## src/sv/hrpc_pkg.sv

```systemverilog
// ----------------------------------------------------------------------------
// hrpc_pkg
// Shared types, constants and helpers of the height relief palette colorizer.
// ----------------------------------------------------------------------------
package hrpc_pkg;

   localparam int EMBOSS_LAG_DEF = 3;
   localparam int MID_DEPTH_DEF  = 4;
   localparam int OUT_DEPTH_DEF  = 4;

   localparam int HEIGHT_W    = 8;
   localparam int ALPHA_W     = 8;
   localparam int CHAN_W      = 8;
   localparam int COLOR_W     = 24;
   localparam int NUM_CHAN    = 3;
   localparam int PAL_INDEX_W = 13;
   localparam int SHADE_W     = 4;
   localparam int LAND_BIT    = 8;
   localparam int HALF_ADDR_W = PAL_INDEX_W - 1;
   localparam int HALF_DEPTH  = 1 << HALF_ADDR_W;
   localparam int PROD_W      = 2 * CHAN_W;
   localparam int SUM_W       = PROD_W + 1;
   localparam int CSR_INDEX_W = 1;
   localparam int CSR_DATA_W  = 1;

   localparam logic [SHADE_W-1:0]  SHADE_MAX   = 4'd15;
   localparam logic [SHADE_W-1:0]  SHADE_FIXED = 4'd8;
   localparam logic signed [9:0]   FLAT_BIAS   = 10'sd8;
   localparam logic signed [9:0]   GLOBE_BIAS  = 10'sd16;
   localparam logic [ALPHA_W-1:0]  ALPHA_FULL  = 8'd255;

   localparam logic MODE_LOAD  = 1'b0;
   localparam logic MODE_PIXEL = 1'b1;

   typedef enum logic [CSR_INDEX_W-1:0] {
      CSR_RELIEF_ENABLED  = 1'b0,
      CSR_FLAT_PROJECTION = 1'b1
   } csr_index_type;

   typedef struct packed {
      logic relief_enabled;
      logic flat_projection;
   } cfg_type;

   // One queued command: either a palette write or a pixel lookup.
   typedef struct packed {
      logic                   pixel;
      logic                   land_sel;
      logic [HALF_ADDR_W-1:0] addr;
      logic [COLOR_W-1:0]     color;
      logic [ALPHA_W-1:0]     alpha;
   } cmd_type;

   // Exact floor(x / 255) for x up to 255 * 255.
   function automatic logic [CHAN_W-1:0] div255(input logic [SUM_W-1:0] x);
      logic [SUM_W-1:0] t;
      t = x + (x >> 8) + SUM_W'(1);
      return t[PROD_W-1:CHAN_W];
   endfunction

endpackage

```

## src/sv/hrpc_front.sv

```systemverilog
// ----------------------------------------------------------------------------
// hrpc_front
// Accepts items, runs the height delay line and builds queued commands.
// ----------------------------------------------------------------------------
module hrpc_front #(
   parameter int EMBOSS_LAG = hrpc_pkg::EMBOSS_LAG_DEF
) (
   input  logic                               clock,
   input  logic                               reset,
   input  hrpc_pkg::cfg_type                  cfg,
   input  logic                               req_push,
   input  logic                               req_mode,
   input  logic [hrpc_pkg::PAL_INDEX_W-1:0]   req_palette_index,
   input  logic [hrpc_pkg::COLOR_W-1:0]       req_palette_color,
   input  logic [hrpc_pkg::HEIGHT_W-1:0]      req_height,
   input  logic [hrpc_pkg::ALPHA_W-1:0]       req_coast_alpha,
   input  logic                               req_line_start,
   input  logic                               req_frame_start,
   input  logic                               mid_full,
   output logic                               mid_push,
   output hrpc_pkg::cmd_type                  mid_cmd
);

   localparam int HW = hrpc_pkg::HEIGHT_W;

   logic [HW-1:0] delay_ff [EMBOSS_LAG];
   logic [HW-1:0] delay_in [EMBOSS_LAG];
   logic [HW-1:0] base     [EMBOSS_LAG];

   logic                          accept;
   logic                          is_pixel;
   logic                          clear;
   logic [HW-1:0]                 old_h;
   logic signed [9:0]             diff;
   logic signed [9:0]             level;
   logic [hrpc_pkg::SHADE_W-1:0]  shade;

   assign accept   = req_push && !mid_full;
   assign is_pixel = (req_mode == hrpc_pkg::MODE_PIXEL);
   assign clear    = cfg.flat_projection ? req_line_start : req_frame_start;

   always_comb begin
      for (int i = 0; i < EMBOSS_LAG; i++) begin
         base[i] = clear ? '0 : delay_ff[i];
      end
      old_h = base[0];

      if (cfg.flat_projection) begin
         diff  = $signed({2'b00, old_h}) + hrpc_pkg::FLAT_BIAS - $signed({2'b00, req_height});
         level = diff;
      end else begin
         diff  = $signed({2'b00, old_h}) + hrpc_pkg::GLOBE_BIAS - $signed({2'b00, req_height});
         level = (diff < 0) ? 10'sd0 : (diff >>> 1);
      end

      if (!cfg.relief_enabled) begin
         shade = hrpc_pkg::SHADE_FIXED;
      end else if (level < 0) begin
         shade = '0;
      end else if (level > $signed({6'b000000, hrpc_pkg::SHADE_MAX})) begin
         shade = hrpc_pkg::SHADE_MAX;
      end else begin
         shade = level[hrpc_pkg::SHADE_W-1:0];
      end

      // The line shifts only with relief on; clears apply either way.
      for (int i = 0; i < EMBOSS_LAG; i++) begin
         delay_in[i] = delay_ff[i];
      end
      if (accept && is_pixel) begin
         if (cfg.relief_enabled) begin
            for (int i = 0; i < EMBOSS_LAG - 1; i++) begin
               delay_in[i] = base[i + 1];
            end
            delay_in[EMBOSS_LAG-1] = req_height;
         end else begin
            for (int i = 0; i < EMBOSS_LAG; i++) begin
               delay_in[i] = base[i];
            end
         end
      end
   end

   always_ff @(posedge clock) begin
      if (reset) begin
         for (int i = 0; i < EMBOSS_LAG; i++) begin
            delay_ff[i] <= '0;
         end
      end else begin
         for (int i = 0; i < EMBOSS_LAG; i++) begin
            delay_ff[i] <= delay_in[i];
         end
      end
   end

   always_comb begin
      mid_cmd.pixel = is_pixel;
      mid_cmd.color = req_palette_color;
      mid_cmd.alpha = req_coast_alpha;
      if (is_pixel) begin
         mid_cmd.land_sel = 1'b0;
         mid_cmd.addr     = {shade, req_height};
      end else begin
         mid_cmd.land_sel = req_palette_index[hrpc_pkg::LAND_BIT];
         mid_cmd.addr     = {req_palette_index[hrpc_pkg::PAL_INDEX_W-1:hrpc_pkg::LAND_BIT+1],
                             req_palette_index[hrpc_pkg::LAND_BIT-1:0]};
      end
   end

   assign mid_push = accept;

endmodule

```

## config.mk

```make
export PLATFORM = sky130hd
export DESIGN_NAME = hrpc_front
export DESIGN_NICKNAME = d
export VERILOG_FILES = /design/src/sv/hrpc_pkg.sv /design/src/sv/hrpc_front.sv
export SDC_FILE = /design/constraint.sdc
export NUM_CORES = 1
export LEC_CHECK = 0
export ABC_AREA = 1
export BUFFER_PORTS_ARGS = -buffer_cell sky130_fd_sc_hd__buf_2
export CAP_MARGIN = 20
export CORE_ASPECT_RATIO = 0.5
export CORE_MARGIN = 10
export CORE_UTILIZATION = 44
export DETAILED_ROUTE_END_ITERATION = 6
export GPL_TIMING_DRIVEN = 1
export PLACE_DENSITY_LB_ADDON = 0.2
export SLEW_MARGIN = 0
export SYNTH_ARGS = -nofsm -noshare
export SYNTH_HDL_FRONTEND = slang
export SYNTH_SLANG_ARGS = --single-unit
export TNS_END_PERCENT = 20
```

## constraint.sdc

```tcl
create_clock -name clock -period 2.2 [get_ports clock]
set_input_delay 0 -clock clock [delete_from_list [all_inputs] [get_ports clock]]
set_output_delay 0 -clock clock [all_outputs]
set_load 0.05 [all_outputs]
```

# After elaboration in Yosys (flattened, before gate mapping)
# Memory sizes are Yosys's and may differ from the RTL's.
# Cells that the tools add are included.
[classes] mux=18 bitwise=3 magnitude_cmp=3 reduce_logical=3 add_sub_neg=4
[op_table] cell="$mux 24" n=2
[op_table] cell="$mux 8" n=6
[op_table] cell="$lt 10x1->1 const B" n=2
[op_table] cell="$mux 10" n=2
[op_table] cell="$sub 9x8->10" n=2
[op_table] cell="$mux 13" n=1
[op_table] cell="$mux 4" n=3
[op_table] cell="$gt 10x5->1 const B" n=1
[op_table] cell="$add 8x4->9 const B" n=1
[op_table] cell="$add 8x5->9 const B" n=1
[op_table] cell="$mux 1" n=4
[op_table] cell="$or 1x1->1" n=3
[op_table] cell="$logic_and 1x1->1" n=2
[op_table] cell="$logic_not 1->1" n=1
[word_totals] memories=1 register_bits=0 ramBits=24 word_cells=32 in_bits=62
[mem_list] memory="delay_ff" depth=3 width=8 read_ports=3 rd_clocked_by_memory_dff=0 write_ports=3 line_no="hrpc_front.sv:26" text="logic [HW-1:0] delay_ff [EMBOSS_LAG];"

# Longest topological paths before layout
[depth] word_depth=12 ltp_mapped=23 depth_no_buf=23

# Worst setup path before layout
# OpenSTA, ideal clock, no wires.
[synth_timing] path_kind="input -> output" startpoint="input port cfg[0] (netlist name)" endpoint="output port mid_cmd[43] (netlist name)" t_required_ns=2.200 arrival_time_ns=2.950 slack_ns=-0.750 stages=19 cell_sequence="inv_2 nand2_2 nand2_1 clkbuf_1 nor2_1 ha_1 ha_1 fa_1 nand3_1 nand3_1 nand2_1 nand2_1 nand2_1 nand2_1 nand4_1 nand2_1 nand3_1 nand2_1 a21oi_1"
[synth_rtl] item="from (decl)" line_no="hrpc_front.sv:10" text="input hrpc_pkg::cfg_type cfg,"
[synth_rtl] item="to (decl)" line_no="hrpc_front.sv:21" text="output hrpc_pkg::cmd_type mid_cmd"

==> run metrics <==
outcome=complete, but fails checks; failing checks=setup timing; clock slew seen by the registers of the worst setup and hold paths=0.06 ns; Pleak=1.680 nW; I/O pin total=109; final critical path time including I/O delays and setup=2.698 ns; post-synth top area cell=dfxtp_1; Initial Util=46.09%; GPL Wtd Cong=0.9415; Die ar.=9465 um2; Placement Rows=19; Setup-failing EPs final=4; RSZ-0062 raised after global routing=yes; Post-Route WL=7327 um; Max VDD drop=271.5 uV; clk buf depth=2; dpl hpwl=5465 um; Fin. Hold Viols=0; placed cell count=523; CP required=2.20 ns; TNS Setup=-1.911 ns; core area=5563 um2; cell depth of the worst flop-to-flop path=8; pwr dens=461.9 nW/um2; FF-to-FF End=delay_ff[0][1]; Seq/Total Area, Yosys=18.74%; vias in the first global route=2543; first-pass GRT wire length=11900 um; ANT cells=0; Die Wd=128.0 um; Max Clk Rate=0.3706 GHz; HP Class=in -> out; Post-Syn Area per Cell=6.119 um2; port bufs=44; Yosys cell types=30; fin nets=543; fin. max-slew vios=0; worst slew pin tran=0.7011 ns; Root Buffer=clkbuf_16; CTS Hold Bufs=0; Worst setup EP type=output port; largest register by flop count=delay_ff; initial antenna violation count=0; crit path DAT=2.70 ns; layout cells sized above 1=33.77%; TritonCTS clock tree=done; synthesized cell area=2564 um2; GRT Util Overall=14.76%; Area growth syn-to-layout=29.33%; max_slew headroom=53.21%; filler cell count=521; design area=3316 um2; Hold Crit Depth=0; max reg flops=24; Clk Latency, worst-skew pair=0.26 ns; CTS Buf Count=3; Worst setup SP type=register; CP max FO=4; Final Worst Setup Slack=-0.4982 ns; number of remaining DRC errors=0; pre-CTS setup slack=-0.4144 ns; CTS HTree Levels=1; top flop regs=delay_ff x24; final period utilization=122.6%; number of routed nets with antenna violations=0; setup slack, reg-to-reg=1.14 ns; critical path class=reg -> out; Avg WL per Cell=13.77 um; die height=73.98 um; Core Util, Final=59.60%; initial drt markers=197; DRT Pass-1 Iters=5; Synth top area share=18.74%; largest net degree at the start of global routing=49; placed inst area=2898 um2; R2R Path Start=delay_ff[0][1]; routed vias=2710; Sink Count=24; Yosys reg bits=24; hold wc startpoint=req_palette_color[13]; warnings from Yosys=0; top cells by area, synth=dfxtp_1 (19%), nand2_1 (16%), inv_1 (10%); Hold Path Sink=mid_cmd[21]; Via density=5.094; final cell count without fillers=532; max cap viols=0; Power Total=1.531 mW; syn_nets=502; Overflow after GRT=0; Clock Skews=0.001933 ns; Cells after Synth=419; worst hold margin=0.00002197 ns
## per-layer routing
layer,share of wire [%],GRT usage [%]
met1,44,18.65
met2,49,25.70
met3,4.6,1.135
met4,2.2,6.452
met5,0,0
## layout by cell type (no fill, tap or decap), types with 4 or more instances in the layout
cell type  count
a21oi_1        5
a21oi_2        4
a31oi_1        8
buf_2         40
buf_4         41
dfxtp_1       21
ha_1           7
ha_4          12
inv_1         68
nand2_1       97
nand2_2       15
nand2_4        4
nand3_1       20
nand3_2        9
nand4_1        6
nor2_1        27
nor2_4         5
o211ai_1      18
o21ai_0       16
## logic make-up after synthesis
logic type / count (synthesis) / share of synthesized area, %
buffers and inverters: 122 / 22.94
AOI/OAI and AO/OA: 57 / 14.01
DFF: 24 / 18.74
adders and majority gates: 21 / 10.83
xor gates and xnor gates: 6 / 2.050
and+or+nand+nor: 189 / 31.43
## final cells by class
cell class	instances	area (um2)	area share, %
multi-input combinational	273	1810	54.60
timing repair buffer	85	564.3	17.02
sequential	24	484.2	14.60
inverter	73	276.5	8.340
tap	73	91.34	2.755
clock buffer	4	88.84	2.679
## synth_stat cells
master / count
nand2_1: 111
inv_1: 71
buf_4: 34
nor2_1: 33
nand3_1: 26
dfxtp_1: 24
ha_1: 19
o211ai_1: 18
o21ai_0: 16
clkbuf_1: 13
a21oi_1: 9
a31oi_1: 8
nand4_1: 6
nand2_2: 5
xor2_1: 4
nand3_2: 3
a21o_1: 2
buf_2: 2
fa_1: 2
nor3_1: 2
xnor2_1: 2
a21oi_2: 1
a22oi_1: 1
a32oi_1: 1
and2_4: 1
clkinv_1: 1
inv_2: 1
nor2_4: 1
o221ai_1: 1
or2_2: 1
## worst max path at each step
stage | from | to | slack (ns) | depth (start not counted)
final | delay_ff[0][6] | mid_cmd[40] | -0.50 | 17
after global routing | delay_ff[0][6] | mid_cmd[40] | -0.62 | 17
after CTS | delay_ff[0][1] | mid_cmd[42] | -0.44 | 17
after detailed placement | cfg[0] | mid_cmd[42] | -0.41 | 20
after global placement | cfg[0] | mid_cmd[42] | -0.39 | 18
after floorplan | delay_ff[0][1] | mid_cmd[43] | -0.06 | 16
## power by group
part | switching (mW) | internal, mW
Sequential | 0.0114 | 0.457
Clock | 0.161 | 0.278
Combinational | 0.369 | 0.254
## worst max-delay path, stage by stage, from the launching register on
cell,delay (ns)
dfxtp_2,0.34
inv_2,0.04
nor2_4,0.12
ha_4,0.16
fa_2,0.48
a21o_1,0.22
nor2_2,0.15
nand2_1,0.09
nand2_1,0.06
nand2_1,0.05
nor2_1,0.09
nand2_1,0.09
nand2_2,0.07
and2_4,0.16
nand2_1,0.06
nand2_2,0.08
nand2_4,0.05
buf_8,0.14
## timing repair
| item | 4_1_cts | 5_1_grt |
|---|---|---|
| setup endpoints to repair | 4 | 4 |
| pin swaps | 18 | 12 |
| endpoints found under the hold margin | 0 | 0 |
| resized for setup | 44 | 15 |
| setup buffers | 5 | 0 |
(Power assumes the default switching activity.)
