[src/sv/hrpc_fifo.sv]
// ----------------------------------------------------------------------------
// hrpc_fifo
// Short register queue; the head entry is shown while the queue is not empty.
// ----------------------------------------------------------------------------
module hrpc_fifo #(
   parameter int WIDTH = 8,
   parameter int DEPTH = 4
) (
   input  logic                       clock,
   input  logic                       reset,
   input  logic                       push,
   input  logic [WIDTH-1:0]           push_data,
   input  logic                       pop,
   output logic [WIDTH-1:0]           pop_data,
   output logic                       empty,
   output logic                       full,
   output logic [$clog2(DEPTH+1)-1:0] count
);

   localparam int AW = $clog2(DEPTH);
   localparam int CW = $clog2(DEPTH + 1);

   logic [WIDTH-1:0] data_ff [DEPTH];
   logic [AW-1:0]    wr_ptr_ff, wr_ptr_in;
   logic [AW-1:0]    rd_ptr_ff, rd_ptr_in;
   logic [CW-1:0]    count_ff, count_in;
   logic             do_wr, do_rd;

   assign do_wr = push && !full;
   assign do_rd = pop && !empty;

   always_comb begin
      wr_ptr_in = wr_ptr_ff;
      rd_ptr_in = rd_ptr_ff;
      count_in  = count_ff;
      if (do_wr) begin
         wr_ptr_in = (wr_ptr_ff == AW'(DEPTH - 1)) ? '0 : wr_ptr_ff + AW'(1);
      end
      if (do_rd) begin
         rd_ptr_in = (rd_ptr_ff == AW'(DEPTH - 1)) ? '0 : rd_ptr_ff + AW'(1);
      end
      if (do_wr && !do_rd) begin
         count_in = count_ff + CW'(1);
      end else if (do_rd && !do_wr) begin
         count_in = count_ff - CW'(1);
      end
   end

   always_ff @(posedge clock) begin
      if (reset) begin
         wr_ptr_ff <= '0;
         rd_ptr_ff <= '0;
         count_ff  <= '0;
      end else begin
         wr_ptr_ff <= wr_ptr_in;
         rd_ptr_ff <= rd_ptr_in;
         count_ff  <= count_in;
      end
   end

   always_ff @(posedge clock) begin
      if (do_wr) begin
         data_ff[wr_ptr_ff] <= push_data;
      end
   end

   assign pop_data = data_ff[rd_ptr_ff];
   assign empty    = (count_ff == '0);
   assign full     = (count_ff == CW'(DEPTH));
   assign count    = count_ff;

endmodule

[config.mk]
export PLATFORM = sky130hd
export DESIGN_NAME = hrpc_fifo
export DESIGN_NICKNAME = d
export VERILOG_FILES = /design/src/sv/hrpc_fifo.sv
export SDC_FILE = /design/constraint.sdc
export NUM_CORES = 1
export LEC_CHECK = 0
export BUFFER_PORTS_ARGS = -buffer_cell sky130_fd_sc_hd__buf_2
export CORE_MARGIN = 1
export CORE_UTILIZATION = 36
export CTS_BUF_LIST = sky130_fd_sc_hd__clkbuf_8
export DETAILED_ROUTE_END_ITERATION = 10
export SLEW_MARGIN = 20
export SYNTH_ARGS = -nofsm -noshare
export SYNTH_HDL_FRONTEND = slang
export SYNTH_SLANG_ARGS = --single-unit
[constraint.sdc]
create_clock -name clock -period 5.32 [get_ports clock]
set_input_delay 0.266 -clock clock [delete_from_list [all_inputs] [get_ports clock]]
set_output_delay 0.266 -clock clock [all_outputs]
set_load 0.01 [all_outputs]
# Word-level counts from Yosys, hierarchy flattened
# Memory sizes are Yosys's and may differ from the RTL's. A register that Yosys moved wholly into a read port is not among the register bits.
# Cells that the tools add are included.
dict set report op_classes {
  n_eq_ne 3
  n_reduce_logical 10
  n_addsub 4
  mux 8
}
# cell count
set op_table {}
lappend op_table {{2-to-1 mux 2 bit} 4}
lappend op_table {{2-to-1 mux 3 bit} 2}
lappend op_table {{adder 2 x 1 -> 2 bit (second input constant)} 2}
lappend op_table {{equality test 2 bit (second input constant)} 2}
lappend op_table {{logical AND 1 bit} 4}
lappend op_table {{zero test 1 bit} 4}
lappend op_table {{adder 3 x 1 -> 3 bit (second input constant)} 1}
lappend op_table {{equality test 3 bit (second input constant)} 1}
lappend op_table {{zero test 3 bit} 1}
lappend op_table {{subtractor 3 x 1 -> 3 bit (second input constant)} 1}
lappend op_table {{2-to-1 mux 1 bit} 2}
lappend op_table {{nonzero test 2 bit} 1}
dict set report word_totals {
  ramBits 32
  input_bits 12
  regBits 7
  memories 1
  wordCells 29
}
# memory depth width read_ports rd_ports_with_merged_regs write_ports line
set memory_table {}
lappend memory_table {data_ff 4 8 1 1 1 23} ;# logic [WIDTH-1:0] data_ff [DEPTH];

# Longest topological paths before layout
# Gate-level depths: netlist of run 1.
dict set report logic_depth {
  depth_word 7
  ltp_mapped 10
}

# Worst setup path after synthesis of run 1
# Ideal clock, no wire load.
dict set report synth_timing {
  kind {register to register}
  startpoint {reg count_ff[0] (netlist: count[0])}
  endpoint {reg count_ff[2] (netlist: count[2])}
  slack_ns 3.062
  stages_incl_launch_ff 11
  t_required_ns 5.250
  period_less_slack_ns 2.258
  n_path_buf 1
  setup_time_ns 0.070
  t_arrival_ns 2.188
  cell_sequence {dfxtp_1 or3b_1 buf_6 clkinv_4 nor2_2 ha_1 inv_1 fa_1 xor2_1 or3_2 a21oi_1}
}
dict set report synth_via {
  elab_chain_cells 6
}
# item line
set synth_rtl {}
lappend synth_rtl {{start, declared} 26} ;# logic [CW-1:0] count_ff, count_in;
lappend synth_rtl {{start signal, assigned} 57} ;# count_ff <= count_in;
lappend synth_rtl {{equality test 3 bit *} 69} ;# assign full = (count_ff == CW'(DEPTH));
lappend synth_rtl {{net full} 16} ;# output logic full,
lappend synth_rtl {{zero test 1 bit *} 29} ;# assign do_wr = push && !full;
lappend synth_rtl {{logical AND 1 bit *} 29}
lappend synth_rtl {{net do_wr} 27} ;# logic do_wr, do_rd;
lappend synth_rtl {{zero test 1 bit} 44} ;# end else if (do_rd && !do_wr) begin
lappend synth_rtl {{logical AND 1 bit} 44}
lappend synth_rtl {{nonzero test 2 bit (no source line)} n/a}
# The timed path passes the listed nets; every way through them passes the cells marked *. The select of a mux whose other input is x is not followed.
# A chain may end at the register's enable or synchronous reset.

# Worst setup path in the final report of run 1
dict set report layout_timing {
  startpoint {reg count_ff[0] (netlist: count[0])}
  endpoint {reg count_ff[2] (netlist: count[2])}
}
dict set report layout_via {
  elab_chain_cells 6
}
# item line
set layout_rtl {}
lappend layout_rtl {{equality test 3 bit *} 69}
lappend layout_rtl {{zero test 1 bit *} 29}
lappend layout_rtl {{logical AND 1 bit *} 29}
lappend layout_rtl {{net do_wr} 27}
lappend layout_rtl {{zero test 1 bit} 44}
lappend layout_rtl {{logical AND 1 bit} 44}
lappend layout_rtl {{nonzero test 2 bit (no source line)} n/a}
# Marks and branches as above.

==> metrics.cfg, run 1 <==
[global_route]
gr-total-overflow=0
grt_usage_pct=11.90
grt_pass1_wl_microns=4202
grtUsageMet2_pct=18.45
globalRouteMet3Util_pct=5.669
grt_pass1_vias=862
grt_max_degree=13
antenna_found_initial=0
busiest_layer=met2
use_met1_pct=14.55

[clock_tree]
cts-root-buf=clkbuf_8
cts.path.max_buffers=2
hold_buffers=0
cts_tree=built
post_cts_resized=0
cts_inserted_buffers=5
h-tree-depth=2
clkSlewWorstSetupHoldPaths_ps=70
cts_setup_buffers=0
clk_latency_ps=280
cts_sinks=41

[placed_design]
detailedPlace.worstSlack_ps=2924
hpwl_microns=1798
gp_routability_congestion=0.7092
portBuffers=24
dpl_cell_area_sq_mm=0.001807
dp_cells=164

[synth]
ys_seq_area_share_pct=69.35
syn_avg_cell_area_sq_um=17.88
synth_cells=92
synth_cell_types=26
synth_area_sq_mm=0.001645
synth_nets=111
synth_top_cell_area_share_pct=58.40
yosysWarningCount=0
yosys.area.top_type=edfxtp_1
synth_area_leaders=edfxtp_1 (58%), dfxtp_1 (11%), mux4_2 (11%)
ys_ff_latch=41

[route]
vias_per_cell=4.883
vias=835
dr.pass1.iters=4
postRouteAntennaNets=0
postRouteWirelength_microns=2541
drc_errors=0
wl_per_cell_microns=14.86
drt_iter0_drc=26

[cells_and_area]
layout_commonest_cell=edfxtp_1
final_area_sq_mm=0.001911
drive_above_1_share_pct=40.34
num_antenna_cells=0
utilization_pct=43.58
final_nets=138
n_fill_cell=393
register_area_sq_mm=0.001141
syn_to_final_growth_pct=16.12
multi_input_area_sq_um=456.7
fin_cells=171
final_cell_mix=edfxtp_1 (32), buf_2 (24), dfxtp_1 (9), mux4_2 (8), ha_1 (6)

[sta]
fin_hold_ws_ps=194.5
drv_slew=0
finalHoldViolations=0
worst_slack_ps=2919
skew_ps=2.460
tightestPinTransition_ps=564.3
fin_tns_setup_ps=0
rsz0062_at_grt=false
fmax_ghz=0.4164
period_needed_ps=2401
setup_viol=0
slew_headroom_pct=62.33
period_share_pct=45.14

[worst_setup_path]
required_ps=5540
startpoint_type=flip-flop
reg2reg_depth=9
worst-path-buf-inv=2
cp_slowest_cell=dfxtp_1
cp-end-kind=flip-flop
crit_fanout=7
crit_path_max_incr_delay_ps=470
crit_chain=or3b_1 > clkinv_4 > nor2_2 > ha_1 > inv_1 > fa_1 > xor2_1 > or3_2 > a21oi_1
path_delay_family=simple AND/OR/NAND/NOR gates
crit_type=reg -> reg
cp.depth=9
arrival_ps=2620

[min_path]
hp-class=in -> reg
hold_path_depth=1

[floorplanning]
die_area_sq_mm=0.004845
row_count=24
core_sq_mm=0.004384
start_util_pct=37.53
dieWidth_microns=69.61
die_h_microns=69.61
io_pins=25

[pwr]
total_power_mw=0.8746
leakagePower_nw=0.7148
ir_drop_uv=233.8
p_per_area_mw_per_mm2=457.8

[run_status]
status=finished clean

[run]
drv_cap=0

registers in the layout, summed over array words and instances, names as in the netlist, named ones only:
name and count:
data_ff 32, count 3, rd_ptr_ff 2, wr_ptr_ff 2
path summary, 6_finish.rpt:
path | to | slack, ps | startpoint
setup / recovery | count[2] | 2920 | count[0]
hold reg to reg | rd_ptr_ff[0] | 510 | rd_ptr_ff[0]
hold / removal | data_ff[3][5] | 190 | push_data[5]
setup reg to reg | count[2] | 2920 | count[0]
layout make-up:
class,count,area share (%)
inverters,5,1.244
repair buffers,24,6.287
flip-flops and latches,41,59.72
well taps,52,3.405
multi-input cells,42,23.90
clock inverters,2,1.834
clock buffers,5,3.602
synth_stat cells (all sizes together):
cell type	number
o31ai	2
clkinv	1
xor2	2
fa	1
buf	3
or3	2
ha	6
or3b	1
and3	4
nand2	1
mux2i	2
edfxtp	32
mux4	8
dfxtp	9
clkbuf	1
nor3	2
a21oi	3
o21ai	2
inv	4
nor2	4
nand3	2
logic make-up after synthesis:
kind of cell / after synthesis / synth area share [%]
DFF: 41 / 69.35
and+or+nand+nor: 16 / 5.704
muxes: 10 / 12.17
buffers and inverters: 9 / 2.889
AOI/OAI and AO/OA: 7 / 3.041
adders and majority gates: 7 / 5.779
xor gates and xnor gates: 2 / 1.065
metal layers:
layer,up-vias,share of wire [%],routed length [microns]
met5,-,0,0
met4,0,0.75,19
met3,2,6.3,159
met2,28,48,1210
met1,404,45,1152
li1,401,-,-
power by group:
part | total (mW) | switching [mW] | internal (mW)
Clock | 0.233 | 0.0966 | 0.136
Sequential | 0.432 | 0.0413 | 0.391
Combinational | 0.210 | 0.101 | 0.109
Total | 0.875 | 0.239 | 0.636
Power figures use the tool's default switching activity.
==> run 2: changes to the inputs <==
==> constraint.sdc (replaced) <==
create_clock -name clock -period 2.4 [get_ports clock]
set_input_delay 0.12 -clock clock [delete_from_list [all_inputs] [get_ports clock]]
set_output_delay 0.12 -clock clock [all_outputs]
set_load 0.01 [all_outputs]
==> metrics.cfg, run 2 (same netlist as run 1, synthesis figures left out) <==
[run_status]
status=finished clean

[clock_tree]
clkSlewWorstSetupHoldPaths_ps=80
cts_setup_buffers=0
h-tree-depth=2
cts_inserted_buffers=5
cts_tree=built
hold_buffers=0
cts-root-buf=clkbuf_8
clk_latency_ps=290
cts_sinks=41
cts.path.max_buffers=2

[placed_design]
dp_cells=165
gp_routability_congestion=0.7206
portBuffers=24
dpl_cell_area_sq_mm=0.001814
detailedPlace.worstSlack_ps=29.49
hpwl_microns=1839

[cells_and_area]
drive_above_1_share_pct=45.45
final_area_sq_mm=0.001952
regMostFlops=data_ff
utilization_pct=44.52
layout_commonest_cell=edfxtp_1
largest_register_ff_count=32
final_nets=139
syn_to_final_growth_pct=18.63
n_fill_cell=402
num_antenna_cells=0
final_cell_mix=edfxtp_1 (32), buf_2 (24), mux4_2 (8), dfxtp_1 (6), clkbuf_8 (6)
fin_cells=173

[sta]
setup_viol=0
drv_slew=0
slew_headroom_pct=60.86
tightestPinTransition_ps=586.3
fin_hold_ws_ps=47.63
fmax_ghz=0.4378
finalHoldViolations=0
rsz0062_at_grt=false
skew_ps=4.967
worst_slack_ps=116.1
period_share_pct=95.16
period_needed_ps=2284
fin_tns_setup_ps=0

[min_path]
hp-class=in -> reg

[pwr]
leakagePower_nw=0.7255
p_per_area_mw_per_mm2=1033
p_sw_share_pct=27.40
clockPowerShare_pct=28.1
power_frac_seq_pct=48.0
total_power_mw=2.017
combPwrFrac_pct=24.0
ir_drop_uv=371.0
p_int_mw=1.464
p_switching_mw=0.5525

[worst_setup_path]
crit_fanout=6
arrival_ps=2490
crit_path_max_incr_delay_ps=410
required_ps=2610
crit_type=reg -> reg
cp_slowest_cell=or3_2
cp-end-kind=flip-flop
startpoint_type=flip-flop
crit_chain=or3b_4 > clkinv_4 > nor2_2 > ha_2 > inv_1 > fa_1 > xor2_1 > or3_2 > a21oi_1

[floorplanning]
die_h_microns=69.61
start_util_pct=37.53
dieWidth_microns=69.61
row_count=24
die_area_sq_mm=0.004845
core_sq_mm=0.004384
io_pins=25

[route]
postRouteAntennaNets=0
vias_per_cell=4.902
drc_errors=0
vias=848
drt_iter0_drc=60
wl_per_cell_microns=15.22
dr.pass1.iters=4
postRouteWirelength_microns=2633

[global_route]
grt_usage_pct=11.70
antenna_found_initial=0
gr-total-overflow=0
grt_max_degree=14
grt_pass1_wl_microns=4140
grt_pass1_vias=858

[run]
drv_cap=0

## run 2: final cells by class
| cell class | instances | area, sq um | share of cell area, % |
|---|---|---|---|
| sequential | 41 | 1145 | 58.65 |
| timing repair buffer | 25 | 127.6 | 6.538 |
| inverter | 5 | 23.77 | 1.218 |
| clock buffer | 6 | 82.58 | 4.231 |
| clock inverter | 2 | 37.54 | 1.923 |
| multi-input combinational | 42 | 470.5 | 24.10 |
| tap | 52 | 65.06 | 3.333 |
## run 2: final timing paths
kind	startpoint	endpoint	slack, ps	cells past startpoint
max	count[2]	count[2]	120	9
min	push_data[5]	data_ff[2][5]	50	1
max reg2reg	count[2]	count[2]	120	9
min reg2reg	rd_ptr_ff[0]	rd_ptr_ff[0]	520	2
## run 2: power groups by stage
stage	Sequential (mW)	Combinational, mW	Clock, mW
floorplan	0.933	0.360	0
global placement	0.970	0.465	0
detailed placement	0.978	0.481	0
CTS	0.964	0.482	0.580
global route	0.985	0.533	0.611
finish	0.968	0.483	0.566
## run 2: critical path: cells and delay by family (launching register included)
| family | cells | cell delay [ps] |
|---|---|---|
| AND/OR/NAND/NOR | 3 | 800 |
| buffers and inverters | 2 | 110 |
| AO/OA/AOI/OAI | 1 | 180 |
| flip-flops | 1 | 360 |
| adder cells (fa/ha/maj) | 2 | 600 |
| XOR/XNOR | 1 | 160 |
## run 2: per-layer routing
layer	routed length, microns	GRT usage (%)	vias up
met2	1271	18.34	29
met5	0	0	-
met3	194	5.233	4
met4	26	4.762	0
li1	-	-	409
met1	1141	14.02	406
## run 2: what timing repair did
action                                 in CTS  in global routing
gates resized for setup                     1                  5
endpoints found under the hold margin       0                  0
setup endpoints to repair                   1                  1
